[src/design/debug_command_framer_assert.svh]
// assertion macros used by the framer top level
// no dependencies; included by files that carry concurrent checks
`ifndef DEBUG_COMMAND_FRAMER_ASSERT_SVH
`define DEBUG_COMMAND_FRAMER_ASSERT_SVH

`ifndef NO_ASSERTIONS

// same-cycle implication, held off during reset
`define DCF_ASSERT_IMPLY(label, clk, rst_n, ante, cons) \
  label: assert property (@(posedge clk) disable iff (!(rst_n)) (ante) |-> (cons)) \
    else $error("framer check failed: same-cycle implication");

// next-cycle implication, held off during reset
`define DCF_ASSERT_NEXT(label, clk, rst_n, ante, cons) \
  label: assert property (@(posedge clk) disable iff (!(rst_n)) (ante) |=> (cons)) \
    else $error("framer check failed: next-cycle implication");

`else

`define DCF_ASSERT_IMPLY(label, clk, rst_n, ante, cons)
`define DCF_ASSERT_NEXT(label, clk, rst_n, ante, cons)

`endif

`endif

[src/design/dcf_pkg.sv]
// types and constants of the debug command framer
// no dependencies; imported by dcf_cfg_if and both framer modules
`timescale 1ns / 1ps

package dcf_pkg;

  // frame kind reported with each byte
  typedef enum logic [1:0] {
    KIND_OPEN   = 2'd0,
    KIND_BINARY = 2'd1,
    KIND_TEXT   = 2'd2
  } frame_kind_t;

  // configuration register indexes
  localparam int CFG_IDX_W = 3;
  typedef enum logic [CFG_IDX_W-1:0] {
    CFG_READ_OP       = 3'd0,
    CFG_WRITE_OP      = 3'd1,
    CFG_RESET_OP      = 3'd2,
    CFG_DISCONNECT_OP = 3'd3,
    CFG_HANDSHAKE_OP  = 3'd4
  } cfg_index_t;

  // opcode reset values
  localparam logic [7:0] READ_OP_RST       = 8'd1;
  localparam logic [7:0] WRITE_OP_RST      = 8'd2;
  localparam logic [7:0] RESET_OP_RST      = 8'd3;
  localparam logic [7:0] DISCONNECT_OP_RST = 8'd4;
  localparam logic [7:0] HANDSHAKE_OP_RST  = 8'd5;

  // last byte index of each binary frame, and the idle value
  localparam logic [2:0] LAST_READ      = 3'd4;
  localparam logic [2:0] LAST_WRITE     = 3'd7;
  localparam logic [2:0] LAST_SINGLE    = 3'd0;
  localparam logic [2:0] LAST_HANDSHAKE = 3'd3;
  localparam logic [2:0] LAST_IDLE      = 3'd1;

  // characters handled in a text line
  localparam logic [7:0] CH_CR    = 8'h0d;
  localparam logic [7:0] CH_LF    = 8'h0a;
  localparam logic [7:0] CH_SPACE = 8'h20;

  // configured opcodes
  typedef struct packed {
    logic [7:0] read_op;
    logic [7:0] write_op;
    logic [7:0] reset_op;
    logic [7:0] disconnect_op;
    logic [7:0] handshake_op;
  } dcf_opcodes_t;

  // frame state apart from the byte counter
  typedef struct packed {
    logic       is_text;
    logic [2:0] last_idx;
    logic       prev_space;
  } dcf_frame_state_t;

  // one result beat
  typedef struct packed {
    logic [7:0]  stored_byte;
    logic [6:0]  byte_position;
    logic        frame_done;
    frame_kind_t frame_kind;
    logic [7:0]  frame_length;
  } dcf_result_t;

endpackage

[src/design/dcf_if.sv]
// channel interfaces of the debug command framer: input bytes, results, config writes
// depends on dcf_pkg
`timescale 1ns / 1ps

// received byte channel
interface dcf_in_if;
  logic       valid;
  logic       ready;
  logic [7:0] rx_byte;

  modport source (output valid, output rx_byte, input ready);
  modport sink (input valid, input rx_byte, output ready);
endinterface

// result channel
interface dcf_out_if;
  logic       valid;
  logic       ready;
  logic [7:0] stored_byte;
  logic [6:0] byte_position;
  logic       frame_done;
  logic [1:0] frame_kind;
  logic [7:0] frame_length;

  modport source (output valid, output stored_byte, output byte_position,
                  output frame_done, output frame_kind, output frame_length,
                  input ready);
  modport sink (input valid, input stored_byte, input byte_position,
                input frame_done, input frame_kind, input frame_length,
                output ready);
endinterface

// configuration write channel
interface dcf_cfg_if;
  import dcf_pkg::*;
  logic                 valid;
  logic                 ready;
  logic [CFG_IDX_W-1:0] index;
  logic [7:0]           data;

  modport source (output valid, output index, output data, input ready);
  modport sink (input valid, input index, input data, output ready);
endinterface

[src/design/dcf_frame_step.sv]
// per-byte framing decision: kept byte, position, close and length, next state
// depends on dcf_pkg
`timescale 1ns / 1ps

module dcf_frame_step
  import dcf_pkg::*;
#(
  parameter int CNT_W    = 7,
  parameter int LAST_POS = 127
) (
  input  logic [7:0]       rx_byte,
  input  logic [CNT_W-1:0] count,
  input  dcf_frame_state_t state,
  input  dcf_opcodes_t     ops,
  output dcf_result_t      result,
  output logic [CNT_W-1:0] count_nxt,
  output dcf_frame_state_t state_nxt
);

  localparam logic [CNT_W-1:0] LAST_CNT = CNT_W'(LAST_POS);

  logic       first;
  logic       is_text;
  logic [2:0] last_idx;
  logic [7:0] kept;
  logic       bin_done;
  logic       text_done;
  logic       done;
  logic [7:0] count_ext;

  assign first     = (count == '0);
  assign count_ext = 8'(count);

  // frame type from the opening byte, first match wins
  always_comb begin
    is_text  = state.is_text;
    last_idx = state.last_idx;
    if (first) begin
      is_text = 1'b0;
      priority if (rx_byte == ops.read_op) begin
        last_idx = LAST_READ;
      end else if (rx_byte == ops.write_op) begin
        last_idx = LAST_WRITE;
      end else if (rx_byte == ops.reset_op) begin
        last_idx = LAST_SINGLE;
      end else if (rx_byte == ops.disconnect_op) begin
        last_idx = LAST_SINGLE;
      end else if (rx_byte == ops.handshake_op) begin
        last_idx = LAST_HANDSHAKE;
      end else begin
        is_text  = 1'b1;
        last_idx = LAST_IDLE;
      end
    end
  end

  // close conditions
  assign bin_done  = !is_text && (count_ext >= {5'd0, last_idx});
  assign text_done = is_text && ((rx_byte == CH_LF) || (count >= LAST_CNT));
  assign done      = bin_done || text_done;

  // kept byte: cr, the line terminator and the byte that fills the line become zero
  always_comb begin
    kept = rx_byte;
    if (is_text && ((rx_byte == CH_CR) || text_done)) begin
      kept = 8'd0;
    end
  end

  // result fields
  always_comb begin
    result.stored_byte   = kept;
    result.byte_position = 7'(count);
    result.frame_done    = done;
    result.frame_kind    = KIND_OPEN;
    result.frame_length  = 8'd0;
    if (bin_done) begin
      result.frame_kind   = KIND_BINARY;
      result.frame_length = count_ext + 8'd1;
    end else if (text_done) begin
      result.frame_kind = KIND_TEXT;
      // one trailing space is dropped; an empty line stays at zero
      if (!first && state.prev_space) begin
        result.frame_length = count_ext - 8'd1;
      end else begin
        result.frame_length = count_ext;
      end
    end
  end

  // state update
  always_comb begin
    if (done) begin
      count_nxt            = '0;
      state_nxt.is_text    = 1'b0;
      state_nxt.last_idx   = LAST_IDLE;
      state_nxt.prev_space = 1'b0;
    end else begin
      count_nxt            = count + CNT_W'(1);
      state_nxt.is_text    = is_text;
      state_nxt.last_idx   = last_idx;
      state_nxt.prev_space = is_text ? (kept == CH_SPACE) : state.prev_space;
    end
  end

endmodule

[src/design/debug_command_framer.sv]
// top level of the debug command framer: input register, framing step, result register
// depends on dcf_pkg, dcf_if, dcf_frame_step and debug_command_framer_assert.svh
//
//   channel    dir  payload                                           beat when
//   in_chan    in   rx_byte                                           valid & ready
//   out_chan   out  stored_byte, byte_position, frame_done,
//                   frame_kind, frame_length                          valid & ready
//   cfg_chan   in   index, data (opcode registers 0..4)               valid & ready
//
// one result beat per input beat; each byte passes the input register and then the
// result register; sustained rate one byte per cycle while out_chan is ready;
// the input register and the result register each hold one beat, so a stalled
// result still lets one more byte in
// rst_n is synchronous: counters clear and opcodes return to 1..5
// cfg_chan is always ready; writes take effect on the next cycle
`timescale 1ns / 1ps
`include "debug_command_framer_assert.svh"

module debug_command_framer
  import dcf_pkg::*;
#(
  parameter int LINE_BUFFER_DEPTH = 128
) (
  input  logic         clk,
  input  logic         rst_n,
  dcf_in_if.sink       in_chan,
  dcf_out_if.source    out_chan,
  dcf_cfg_if.sink      cfg_chan
);

  localparam int CNT_W = $clog2(LINE_BUFFER_DEPTH);

  logic             s1_valid_r;
  logic [7:0]       s1_byte_r;
  logic             out_valid_r;
  dcf_result_t      out_res_r;
  logic [CNT_W-1:0] count_r;
  dcf_frame_state_t state_r;
  dcf_opcodes_t     ops_r;

  dcf_result_t      step_res;
  logic [CNT_W-1:0] count_nxt;
  dcf_frame_state_t state_nxt;
  logic             s1_adv;
  logic             in_beat;

  logic             out_done_beat;
  logic             out_open_beat;
  logic             out_bin_beat;
  logic             out_text_beat;
  logic             open_clean;
  logic             bin_len_ok;
  logic             step_close;
  logic             close_cleared;

  // handshakes
  assign s1_adv        = s1_valid_r && (!out_valid_r || out_chan.ready);
  assign in_chan.ready = !s1_valid_r || s1_adv;
  assign in_beat       = in_chan.valid && in_chan.ready;
  assign cfg_chan.ready = 1'b1;

  // opcode registers
  always_ff @(posedge clk) begin
    if (!rst_n) begin
      ops_r.read_op       <= READ_OP_RST;
      ops_r.write_op      <= WRITE_OP_RST;
      ops_r.reset_op      <= RESET_OP_RST;
      ops_r.disconnect_op <= DISCONNECT_OP_RST;
      ops_r.handshake_op  <= HANDSHAKE_OP_RST;
    end else if (cfg_chan.valid) begin
      unique case (cfg_chan.index)
        CFG_READ_OP:       ops_r.read_op       <= cfg_chan.data;
        CFG_WRITE_OP:      ops_r.write_op      <= cfg_chan.data;
        CFG_RESET_OP:      ops_r.reset_op      <= cfg_chan.data;
        CFG_DISCONNECT_OP: ops_r.disconnect_op <= cfg_chan.data;
        CFG_HANDSHAKE_OP:  ops_r.handshake_op  <= cfg_chan.data;
        default: ;
      endcase
    end
  end

  // input register
  always_ff @(posedge clk) begin
    if (!rst_n) begin
      s1_valid_r <= 1'b0;
    end else if (in_chan.ready) begin
      s1_valid_r <= in_chan.valid;
    end
  end

  always_ff @(posedge clk) begin
    if (in_beat) begin
      s1_byte_r <= in_chan.rx_byte;
    end
  end

  // framing decision
  dcf_frame_step #(
    .CNT_W    (CNT_W),
    .LAST_POS (LINE_BUFFER_DEPTH - 1)
  ) u_step (
    .rx_byte   (s1_byte_r),
    .count     (count_r),
    .state     (state_r),
    .ops       (ops_r),
    .result    (step_res),
    .count_nxt (count_nxt),
    .state_nxt (state_nxt)
  );

  // frame state advances with each byte leaving the input register
  always_ff @(posedge clk) begin
    if (!rst_n) begin
      count_r            <= '0;
      state_r.is_text    <= 1'b0;
      state_r.last_idx   <= LAST_IDLE;
      state_r.prev_space <= 1'b0;
    end else if (s1_adv) begin
      count_r <= count_nxt;
      state_r <= state_nxt;
    end
  end

  // result register
  always_ff @(posedge clk) begin
    if (!rst_n) begin
      out_valid_r <= 1'b0;
    end else if (s1_adv) begin
      out_valid_r <= 1'b1;
    end else if (out_chan.ready) begin
      out_valid_r <= 1'b0;
    end
  end

  always_ff @(posedge clk) begin
    if (s1_adv) begin
      out_res_r <= step_res;
    end
  end

  // result ports
  assign out_chan.valid         = out_valid_r;
  assign out_chan.stored_byte   = out_res_r.stored_byte;
  assign out_chan.byte_position = out_res_r.byte_position;
  assign out_chan.frame_done    = out_res_r.frame_done;
  assign out_chan.frame_kind    = out_res_r.frame_kind;
  assign out_chan.frame_length  = out_res_r.frame_length;

  // terms for the checks
  assign out_done_beat = out_valid_r && out_res_r.frame_done;
  assign out_open_beat = out_valid_r && !out_res_r.frame_done;
  assign out_bin_beat  = out_valid_r && (out_res_r.frame_kind == KIND_BINARY);
  assign out_text_beat = out_valid_r && (out_res_r.frame_kind == KIND_TEXT);
  assign open_clean    = (out_res_r.frame_kind == KIND_OPEN) && (out_res_r.frame_length == 8'd0);
  assign bin_len_ok    = (out_res_r.frame_length >= 8'd1) && (out_res_r.frame_length <= 8'd8);
  assign step_close    = s1_adv && step_res.frame_done;
  assign close_cleared = (count_r == '0) && !state_r.prev_space;

  // checks
  `DCF_ASSERT_IMPLY(a_done_has_kind, clk, rst_n, out_done_beat, out_res_r.frame_kind != KIND_OPEN)
  `DCF_ASSERT_IMPLY(a_open_no_length, clk, rst_n, out_open_beat, open_clean)
  `DCF_ASSERT_IMPLY(a_binary_length, clk, rst_n, out_bin_beat, bin_len_ok)
  `DCF_ASSERT_IMPLY(a_text_end_zero, clk, rst_n, out_text_beat, out_res_r.stored_byte == 8'd0)
  `DCF_ASSERT_NEXT(a_close_clears_count, clk, rst_n, step_close, close_cleared)

endmodule
[src/flat_wrapper.sv]
// flat-port wrapper written by rule: the top's interface ports become plain ports
module debug_command_framer_flat import dcf_pkg::*;
#(
  parameter int LINE_BUFFER_DEPTH = 128
)
  (clk, rst_n, in_chan_valid, in_chan_rx_byte, in_chan_ready, out_chan_valid, out_chan_stored_byte, out_chan_byte_position, out_chan_frame_done, out_chan_frame_kind, out_chan_frame_length, out_chan_ready, cfg_chan_valid, cfg_chan_index, cfg_chan_data, cfg_chan_ready);
  dcf_in_if in_chan_i ();
  dcf_out_if out_chan_i ();
  dcf_cfg_if cfg_chan_i ();
  input  logic clk;
  input  logic rst_n;
  input wire logic [$bits(in_chan_i.valid)-1:0] in_chan_valid;
  input wire logic [$bits(in_chan_i.rx_byte)-1:0] in_chan_rx_byte;
  output wire logic [$bits(in_chan_i.ready)-1:0] in_chan_ready;
  output wire logic [$bits(out_chan_i.valid)-1:0] out_chan_valid;
  output wire logic [$bits(out_chan_i.stored_byte)-1:0] out_chan_stored_byte;
  output wire logic [$bits(out_chan_i.byte_position)-1:0] out_chan_byte_position;
  output wire logic [$bits(out_chan_i.frame_done)-1:0] out_chan_frame_done;
  output wire logic [$bits(out_chan_i.frame_kind)-1:0] out_chan_frame_kind;
  output wire logic [$bits(out_chan_i.frame_length)-1:0] out_chan_frame_length;
  input wire logic [$bits(out_chan_i.ready)-1:0] out_chan_ready;
  input wire logic [$bits(cfg_chan_i.valid)-1:0] cfg_chan_valid;
  input wire logic [$bits(cfg_chan_i.index)-1:0] cfg_chan_index;
  input wire logic [$bits(cfg_chan_i.data)-1:0] cfg_chan_data;
  output wire logic [$bits(cfg_chan_i.ready)-1:0] cfg_chan_ready;
  assign in_chan_i.valid = in_chan_valid;
  assign in_chan_i.rx_byte = in_chan_rx_byte;
  assign in_chan_ready = in_chan_i.ready;
  assign out_chan_valid = out_chan_i.valid;
  assign out_chan_stored_byte = out_chan_i.stored_byte;
  assign out_chan_byte_position = out_chan_i.byte_position;
  assign out_chan_frame_done = out_chan_i.frame_done;
  assign out_chan_frame_kind = out_chan_i.frame_kind;
  assign out_chan_frame_length = out_chan_i.frame_length;
  assign out_chan_i.ready = out_chan_ready;
  assign cfg_chan_i.valid = cfg_chan_valid;
  assign cfg_chan_i.index = cfg_chan_index;
  assign cfg_chan_i.data = cfg_chan_data;
  assign cfg_chan_ready = cfg_chan_i.ready;
  debug_command_framer #(.LINE_BUFFER_DEPTH(LINE_BUFFER_DEPTH)) u_core (.clk(clk), .rst_n(rst_n), .in_chan(in_chan_i), .out_chan(out_chan_i), .cfg_chan(cfg_chan_i));
endmodule
[config.mk]
export PLATFORM = sky130hd
export DESIGN_NAME = debug_command_framer_flat
export DESIGN_NICKNAME = d
export VERILOG_FILES = /design/src/design/dcf_pkg.sv /design/src/design/dcf_if.sv /design/src/design/dcf_frame_step.sv /design/src/design/debug_command_framer.sv /design/src/flat_wrapper.sv
export VERILOG_INCLUDE_DIRS = /design/src /design/src/design
export SDC_FILE = /design/constraint.sdc
export NUM_CORES = 1
export LEC_CHECK = 0
export BUFFER_PORTS_ARGS = -buffer_cell sky130_fd_sc_hd__buf_2
export CAP_MARGIN = 20
export CORE_MARGIN = 2
export CORE_UTILIZATION = 30
export CTS_BUF_LIST = sky130_fd_sc_hd__clkbuf_4 sky130_fd_sc_hd__clkbuf_8
export DETAILED_ROUTE_END_ITERATION = 10
export PLACE_DENSITY = 0.46
export RECOVER_POWER = 100
export SLEW_MARGIN = 20
export SYNTH_ARGS = -nofsm -noshare
export SYNTH_HDL_FRONTEND = slang
export SYNTH_SLANG_ARGS = --single-unit
[constraint.sdc]
create_clock -name clk -period 6.1 [get_ports clk]
set_input_delay 0.61 -clock clk [delete_from_list [all_inputs] [get_ports clk]]
set_output_delay 0.61 -clock clk [all_outputs]
set_load 0.1 [all_outputs]
* Word level (Yosys, flattened, before mapping) *
Index checks and enable logic that the tools add are counted.

word-level totals
  bits in registers = 88
  input port bits = 24
  output and inout port bits = 29
  logic and storage cells = 80

cells by class
  $add $sub $neg = 3
  order comparisons = 2
  eq/ne operators = 12
  muxes and demuxes = 21
  reductions and logical operators = 25

operator list
  cell                                               number
  == test 8 bit                                      5
  2-to-1 mux 8 bit                                   3
  == test 8 x 4 -> 1 bit (second input constant)     2
  AND reduction 2 bit                                6
  2-to-1 mux 10 bit                                  1
  2-to-1 mux 1 bit                                   9
  2-to-1 mux 3 bit                                   3
  adder 7 x 1 -> 8 bit (second input constant)       1
  == test 8 x 6 -> 1 bit (second input constant)     1
  subtractor 7 x 1 -> 8 bit (second input constant)  1
  adder 7 x 1 -> 7 bit (second input constant)       1
  >= comparator 7 x 3 -> 1 bit                       1
  >= comparator 7 bit (second input constant)        1
  logical NOT 7 bit                                  1
  2-to-1 mux 7 bit                                   1
  == test 3 x 2 -> 1 bit (second input constant)     2
  logical AND 1 bit                                  6
  2-to-1 mux 2 bit                                   3
  logical OR 1 bit                                   5
  2-to-1 mux 5 bit                                   1
  logical NOT 1 bit                                  4
  nonzero test 2 bit                                 2
  == test 3 x 1 -> 1 bit (second input constant)     1
  == test 3 bit (second input constant)              1
  logical NOT 3 bit                                  1

* Depth between registers and ports, before layout *
Gate-level depths: netlist (run 1).

  word-level depth = 14
  mapped depth = 15
  gate-level depth less buffers = 12

* Modules after synthesis *
From an unflattened synthesis (run 1), not the netlist that was laid out.

second synthesis, totals
  cells, all modules = 444
  area, all modules = 4558.1 µm²

modules (own cells, without submodules)
  module                times used  cells each  area an instance (µm²)  seq. area each (µm²)
  debug_command_framer  1           245         3010.4                  2102.0
  dcf_frame_step        1           199         1547.7                  0.0

* Worst setup path before layout (run 1) *
No wires, ideal clock.

  path kind = flip-flop to flip-flop
  start = register u_core.count_r[4]
  end = register u_core.out_res_r, in the netlist u_core.out_chan.frame_length[4], data pin
  library setup time = 0.261 ns
  arrival = 3.153 ns
  data required time = 5.839 ns
  slack = 2.686 ns
  stages on the path, launching flop included = 14
  buffers on the path = 3
  period minus slack after synthesis = 3.414 ns
  path through = dfxtp_1 > buf_6 > or4_4 > nand3b_4 > clkbuf_1 > o31ai_1 > ha_1 > nand2b_1 > a21o_1 > a211o_1 > and2_4 > buf_6 > a21boi_1 > a311o_1

RTL lines
  element                   line                         text
  start: declaration        debug_command_framer.sv:37   logic [CNT_W-1:0] count_r;
  start signal: assignment  debug_command_framer.sv:119  count_r <= count_nxt;
  end signal: assignment    debug_command_framer.sv:137  out_res_r <= step_res;
  end: declaration          debug_command_framer.sv:36   dcf_result_t out_res_r;

==> reports/results.ini, run 1 <==
[final_layout]
instances_no_fill = 674
final_core_util = 0.3394
fillers = 1433
areaGrowthSynthToFinish_pct = 11.51
diodes = 0
drive_above_1_share = 0.07490
seqCellArea_mm2 = 0.002102
final_nets = 518
multiInputGateArea_mm2 = 0.001849

[die]
dieHeight_um = 122.0
dieArea_mm2 = 0.01488
boundaryPins = 53
fp.dieW_um = 122.0
coreArea_mm2 = 0.01372
start_util = 0.3043
rows = 43

[synth]
ys_async_sr_fraction = 0
ys_seq_area_frac = 0.5034
synth_top_area_frac = 0.2589
synth_fp_nets = 484
synth.distinct_cells = 55
yosys.area.top_type = dfxtp_1
yosys-top-cells-area = dfxtp_1, edfxtp_1, nand2_1
ys.flop_type = dfxtp_1
synth_seq_cells = 88
syn_inst = 455
syn_area_per_cell_um2 = 9.176
synth.most_common_cell = nand2_1
ys_top_cells_by_count = nand2_1, dfxtp_1, a21oi_1, xnor2_1, edfxtp_1
netlist_area_mm2 = 0.004175
ys.warnings.count = 0
synth_edf_count = 34

[placement]
io_buffers = 51
gp_congestion = 0.8434
dpl_worst_slack_ps = 2296
place_inst = 658
hpwl_um = 7757

[cts]
path_clk_slew_ps = 90
htreeDepth = 3
postCtsSetupBuffers = 0
cts_resized = 0
clk_latency_ps = 380
cts_made_buffers = 9
cts_max_path_buffers = 2
cts_tree = done
cts-root-buf = clkbuf_8
clkSinkCount = 88
cts.hold.buffers_added = 0

[sta]
setup_viol = 0
max_freq_mhz = 243.7
slew_violations = 43
fin_crit_sh = 0.6726
grt_setup_unrepaired = false
fin_ws_ps = 1997
worst_slew_pin_slew_ps = 1975
clock_skew_ps = 5.386
hold_ws_ps = 397.3
period_minus_slack_ps = 4103
max_slew_margin = -0.3164
hold_viol_final = 0
setup_tns_ps = 0

[setup_path]
crit_type = flop to flop
path_max_fanout = 12
reg2reg_slack_ps = 2000
setup.worst_path.start_class = flop
end_kind = flop
critPathArrivalTime_ps = 4380
required_ps = 6380

[flow_run]
cap_violations = 1

[global_route]
grt_antenna_before_repair = 0
grt_pass1_vias = 3160
grt_overflow_total = 0
grt_usage = 0.1543
grt_pass1_wl_um = 17130
grt_max_degree = 43

[worst_hold_path]
hold_class = input port to flop

[routing]
via_per_inst = 4.872
drt-initial-drc-count = 196
drtAntennaViolNets = 0
drt_drc_violations_left = 0
wl_per_cell_um = 16.07
first_pass_iters = 4
num_vias = 3284
drt-total-wl_um = 10830

[status]
status = complete, but fails checks
violations = capacitance limit, slew limit

[power]
power.leakage_uw = 0.001535
powerDensity_mw_per_mm2 = 273.0
irDropWorstVdd_v = 0.0001374

[through the flow]
step | power, µW | area, µm²
6_report | 1271 | 4656
5_1_grt | 1329 | 4656
4_1_cts | 1294 | 4748
3_5_place_dp | 849.0 | 4533
3_3_place_gp | 847.6 | 4533
2_1_floorplan | 806.0 | 4175
[path summary, 6_finish.rpt]
path / startpoint / end / cells after the start
worst max register to register: u_core.count_r[3] / u_core.state_r[2] / 10
worst max-delay path: u_core.count_r[3] / u_core.state_r[2] / 10
worst min register to register: u_core.state_r[3] / u_core.state_r[3] / 2
worst min-delay path: in_chan_rx_byte[0] / u_core.s1_byte_r[0] / 1
[worst max-delay path, stage by stage, from the launching register on]
cell,delay (ps)
dfxtp_1,380
or4_1,560
nand3b_1,430
o31ai_1,440
ha_1,290
nand2b_1,140
a21o_1,170
a211o_1,320
mux2i_1,750
clkinv_1,240
o41ai_1,270
[cell type report]
cell class | count | area share
clock buffers | 10 | 0.02822
inverters | 11 | 0.008869
repair buffers | 53 | 0.04784
multi-input cells | 326 | 0.3972
clock inverters | 6 | 0.01801
well taps | 180 | 0.04837
flip-flops and latches | 88 | 0.4515
[cells by family (layout without fill, tap and decap cells)]
family | count (synthesis) | in the layout | synth area share
other | 1 | 1 | 0.0008981
buffers and inverters | 41 | 80 | 0.04285
AO/OA/AOI/OAI | 82 | 82 | 0.1256
multiplexers | 1 | 1 | 0.002397
adder cells (fa/ha/maj) | 5 | 5 | 0.01498
XOR/XNOR | 40 | 40 | 0.08391
flip-flops | 88 | 88 | 0.5034
AND/OR/NAND/NOR | 197 | 197 | 0.2260
[power by group]
part           internal [µW]  total (µW)  switching (µW)
combinational           46.4         175             129
clock                    233         444             211
sequential               631         652            20.7
total                    911        1270             361
[routing by layer]
metal	GRT usage	up-vias	wire, µm	part of all wire
met2	0.2353	76	4811	0.44
met5	0	-	0	0
met3	0.04260	12	542	0.050
met4	0.05172	0	153	0.014
met1	0.2108	1556	5322	0.49
li1	-	1640	-	-
[flip-flops by register name (all words and copies together), names as in the netlist]
signal                         count
u_core.s1_byte_r                   8
u_core.out_chan.stored_byte        8
u_core.s1_valid_r                  1
u_core.count_r                     7
u_core.out_chan.frame_done         1
u_core.out_chan.valid              1
u_core.ops_r                      40
u_core.out_chan.byte_position      7
u_core.out_chan.frame_kind         2
u_core.out_chan.frame_length       8
u_core.state_r                     5
[cells in the final DEF, fill, tap and decap left out, types with 5 or more instances in the layout]
cell	instances
nand2_1	101
dfxtp_1	54
a21oi_1	45
xnor2_1	40
clkbuf_1	34
edfxtp_1	34
nand3_1	20
buf_2	19
nor2_1	18
nand4_1	14
nor2b_1	10
clkbuf_8	9
inv_1	8
nor3_1	8
o21ai_0	6
clkinv_1	5
o22ai_1	5
a31oi_1	5
ha_1	5
Power figures use the tool's default switching activity.
==> run 2: changes to the inputs <==
clock period = 4.03 ns   (was 6.1 ns; I/O delays follow)
==> reports/results.ini, run 2 (synthesis gave the netlist of run 1 again) <==
[global_route]
grt_pass1_wl_um = 17440
grt_use_met1 = 0.2213
use_met3 = 0.04307
grt_max_degree = 36
grt_util_met2 = 0.2287
busiest_layer = met2
grt_overflow_total = 0
grt_usage = 0.1565
grt_antenna_before_repair = 0
grt_pass1_vias = 3150

[die]
dieArea_mm2 = 0.01488
rows = 43
fp.dieW_um = 122.0
start_util = 0.3043
dieHeight_um = 122.0
coreArea_mm2 = 0.01372
boundaryPins = 53

[sta]
max_slew_margin = -0.1309
setup_viol = 0
max_freq_mhz = 272.8
clock_skew_ps = 8.582
period_minus_slack_ps = 3666
worst_slew_pin_slew_ps = 1696
slew_violations = 36
setup_tns_ps = 0
grt_setup_unrepaired = false
fin_crit_sh = 0.9096
hold_viol_final = 0

[cts]
htreeDepth = 3
cts-root-buf = clkbuf_8
cts_max_path_buffers = 2
cts.hold.buffers_added = 0
path_clk_slew_ps = 80
clk_latency_ps = 370
cts_tree = done
cts_resized = 0
cts_made_buffers = 9
postCtsSetupBuffers = 0
clkSinkCount = 88

[worst_hold_path]
hold_class = input port to flop
whs_path_depth = 1

[final_layout]
areaGrowthSynthToFinish_pct = 11.18
largest_reg_flops = 40
finalInstanceArea_mm2 = 0.004642
fillers = 1443
layout_common_cells = nand2_1, dfxtp_1, a21oi_1
layout_commonest_cell = nand2_1
final_nets = 521
diodes = 0
drive_above_1_share = 0.08249
top_register = u_core.ops_r

[placement]
hpwl_um = 7964
place_area_mm2 = 0.004556
gp_congestion = 0.8858
io_buffers = 51

[power]
power.leakage_uw = 0.001542
powerDensity_mw_per_mm2 = 391.3
irDropWorstVdd_v = 0.0002147

[routing]
drt-total-wl_um = 11030
drtAntennaViolNets = 0
wl_per_cell_um = 16.29
drt-initial-drc-count = 265
via_per_inst = 4.852
first_pass_iters = 5
num_vias = 3285
drt_drc_violations_left = 0

[setup_path]
setup.worst_path.start_class = flop
end_kind = flop
path_max_fanout = 12
r2r_cells = 11
required_ps = 4320
crit_type = flop to flop
critPathArrivalTime_ps = 3960

[flow_run]
cap_violations = 1

[status]
violations = capacitance limit, slew limit
status = complete, but fails checks

==> run 2: critical path, cell delays in order (launching register included) <==
cell	delay [ps]
dfxtp_1	390
or4_1	570
nand3b_4	260
o31ai_1	350
ha_1	290
nand2b_1	140
a21o_1	170
a211o_1	320
mux2i_1	430
buf_4	240
nand3_1	170
o22ai_1	260
==> run 2: worst paths after layout <==
path,start,end,slack [ps]
max,u_core.count_r[4],u_core.count_r[2],360
min,in_chan_rx_byte[4],u_core.s1_byte_r[4],210
max reg2reg,u_core.count_r[4],u_core.count_r[2],360
min reg2reg,u_core.state_r[3],u_core.state_r[3],460
==> run 2: power breakdown <==
| part | leakage, µW | total, µW | internal (µW) | switching [µW] |
|---|---|---|---|---|
| sequential | 0.000766 | 983 | 955 | 28.1 |
| clock | 0.0000965 | 559 | 247 | 312 |
| combinational | 0.000679 | 274 | 73.2 | 201 |
| total | 0.00154 | 1820 | 1270 | 541 |
==> run 2: routing by layer <==
metal  part of all wire  up-vias
li1                   -     1656
met1               0.49     1526
met2               0.43       91
met3              0.061       12
met4              0.014        0
met5                  0        -
==> run 2: layout make-up <==
| type | instances | area, µm² | share of cell area |
|---|---|---|---|
| Clock buffer | 11 | 145.1 | 0.03127 |
| Inverter | 11 | 41.29 | 0.008895 |
| Tap cell | 180 | 225.2 | 0.04852 |
| Clock inverter | 5 | 32.53 | 0.007008 |
| Multi-Input combinational cell | 326 | 1857 | 0.4000 |
| Sequential cell | 88 | 2102 | 0.4528 |
| Timing Repair Buffer | 56 | 239.0 | 0.05148 |
==> run 2: stage by stage <==
step	std cells	hold slack [ps]	setup WS (ps)	util	power, µW
after global placement	661	446.6	591.8	0.3321	1289
after detailed placement	661	451.8	460.3	0.3321	1289
after global routing	677	177.5	76.74	0.3383	1899
after CTS	677	181.7	421.9	0.3450	1851
after floorplan	455	402.9	616.2	-	1220
final	677	205.5	364.4	0.3383	1816
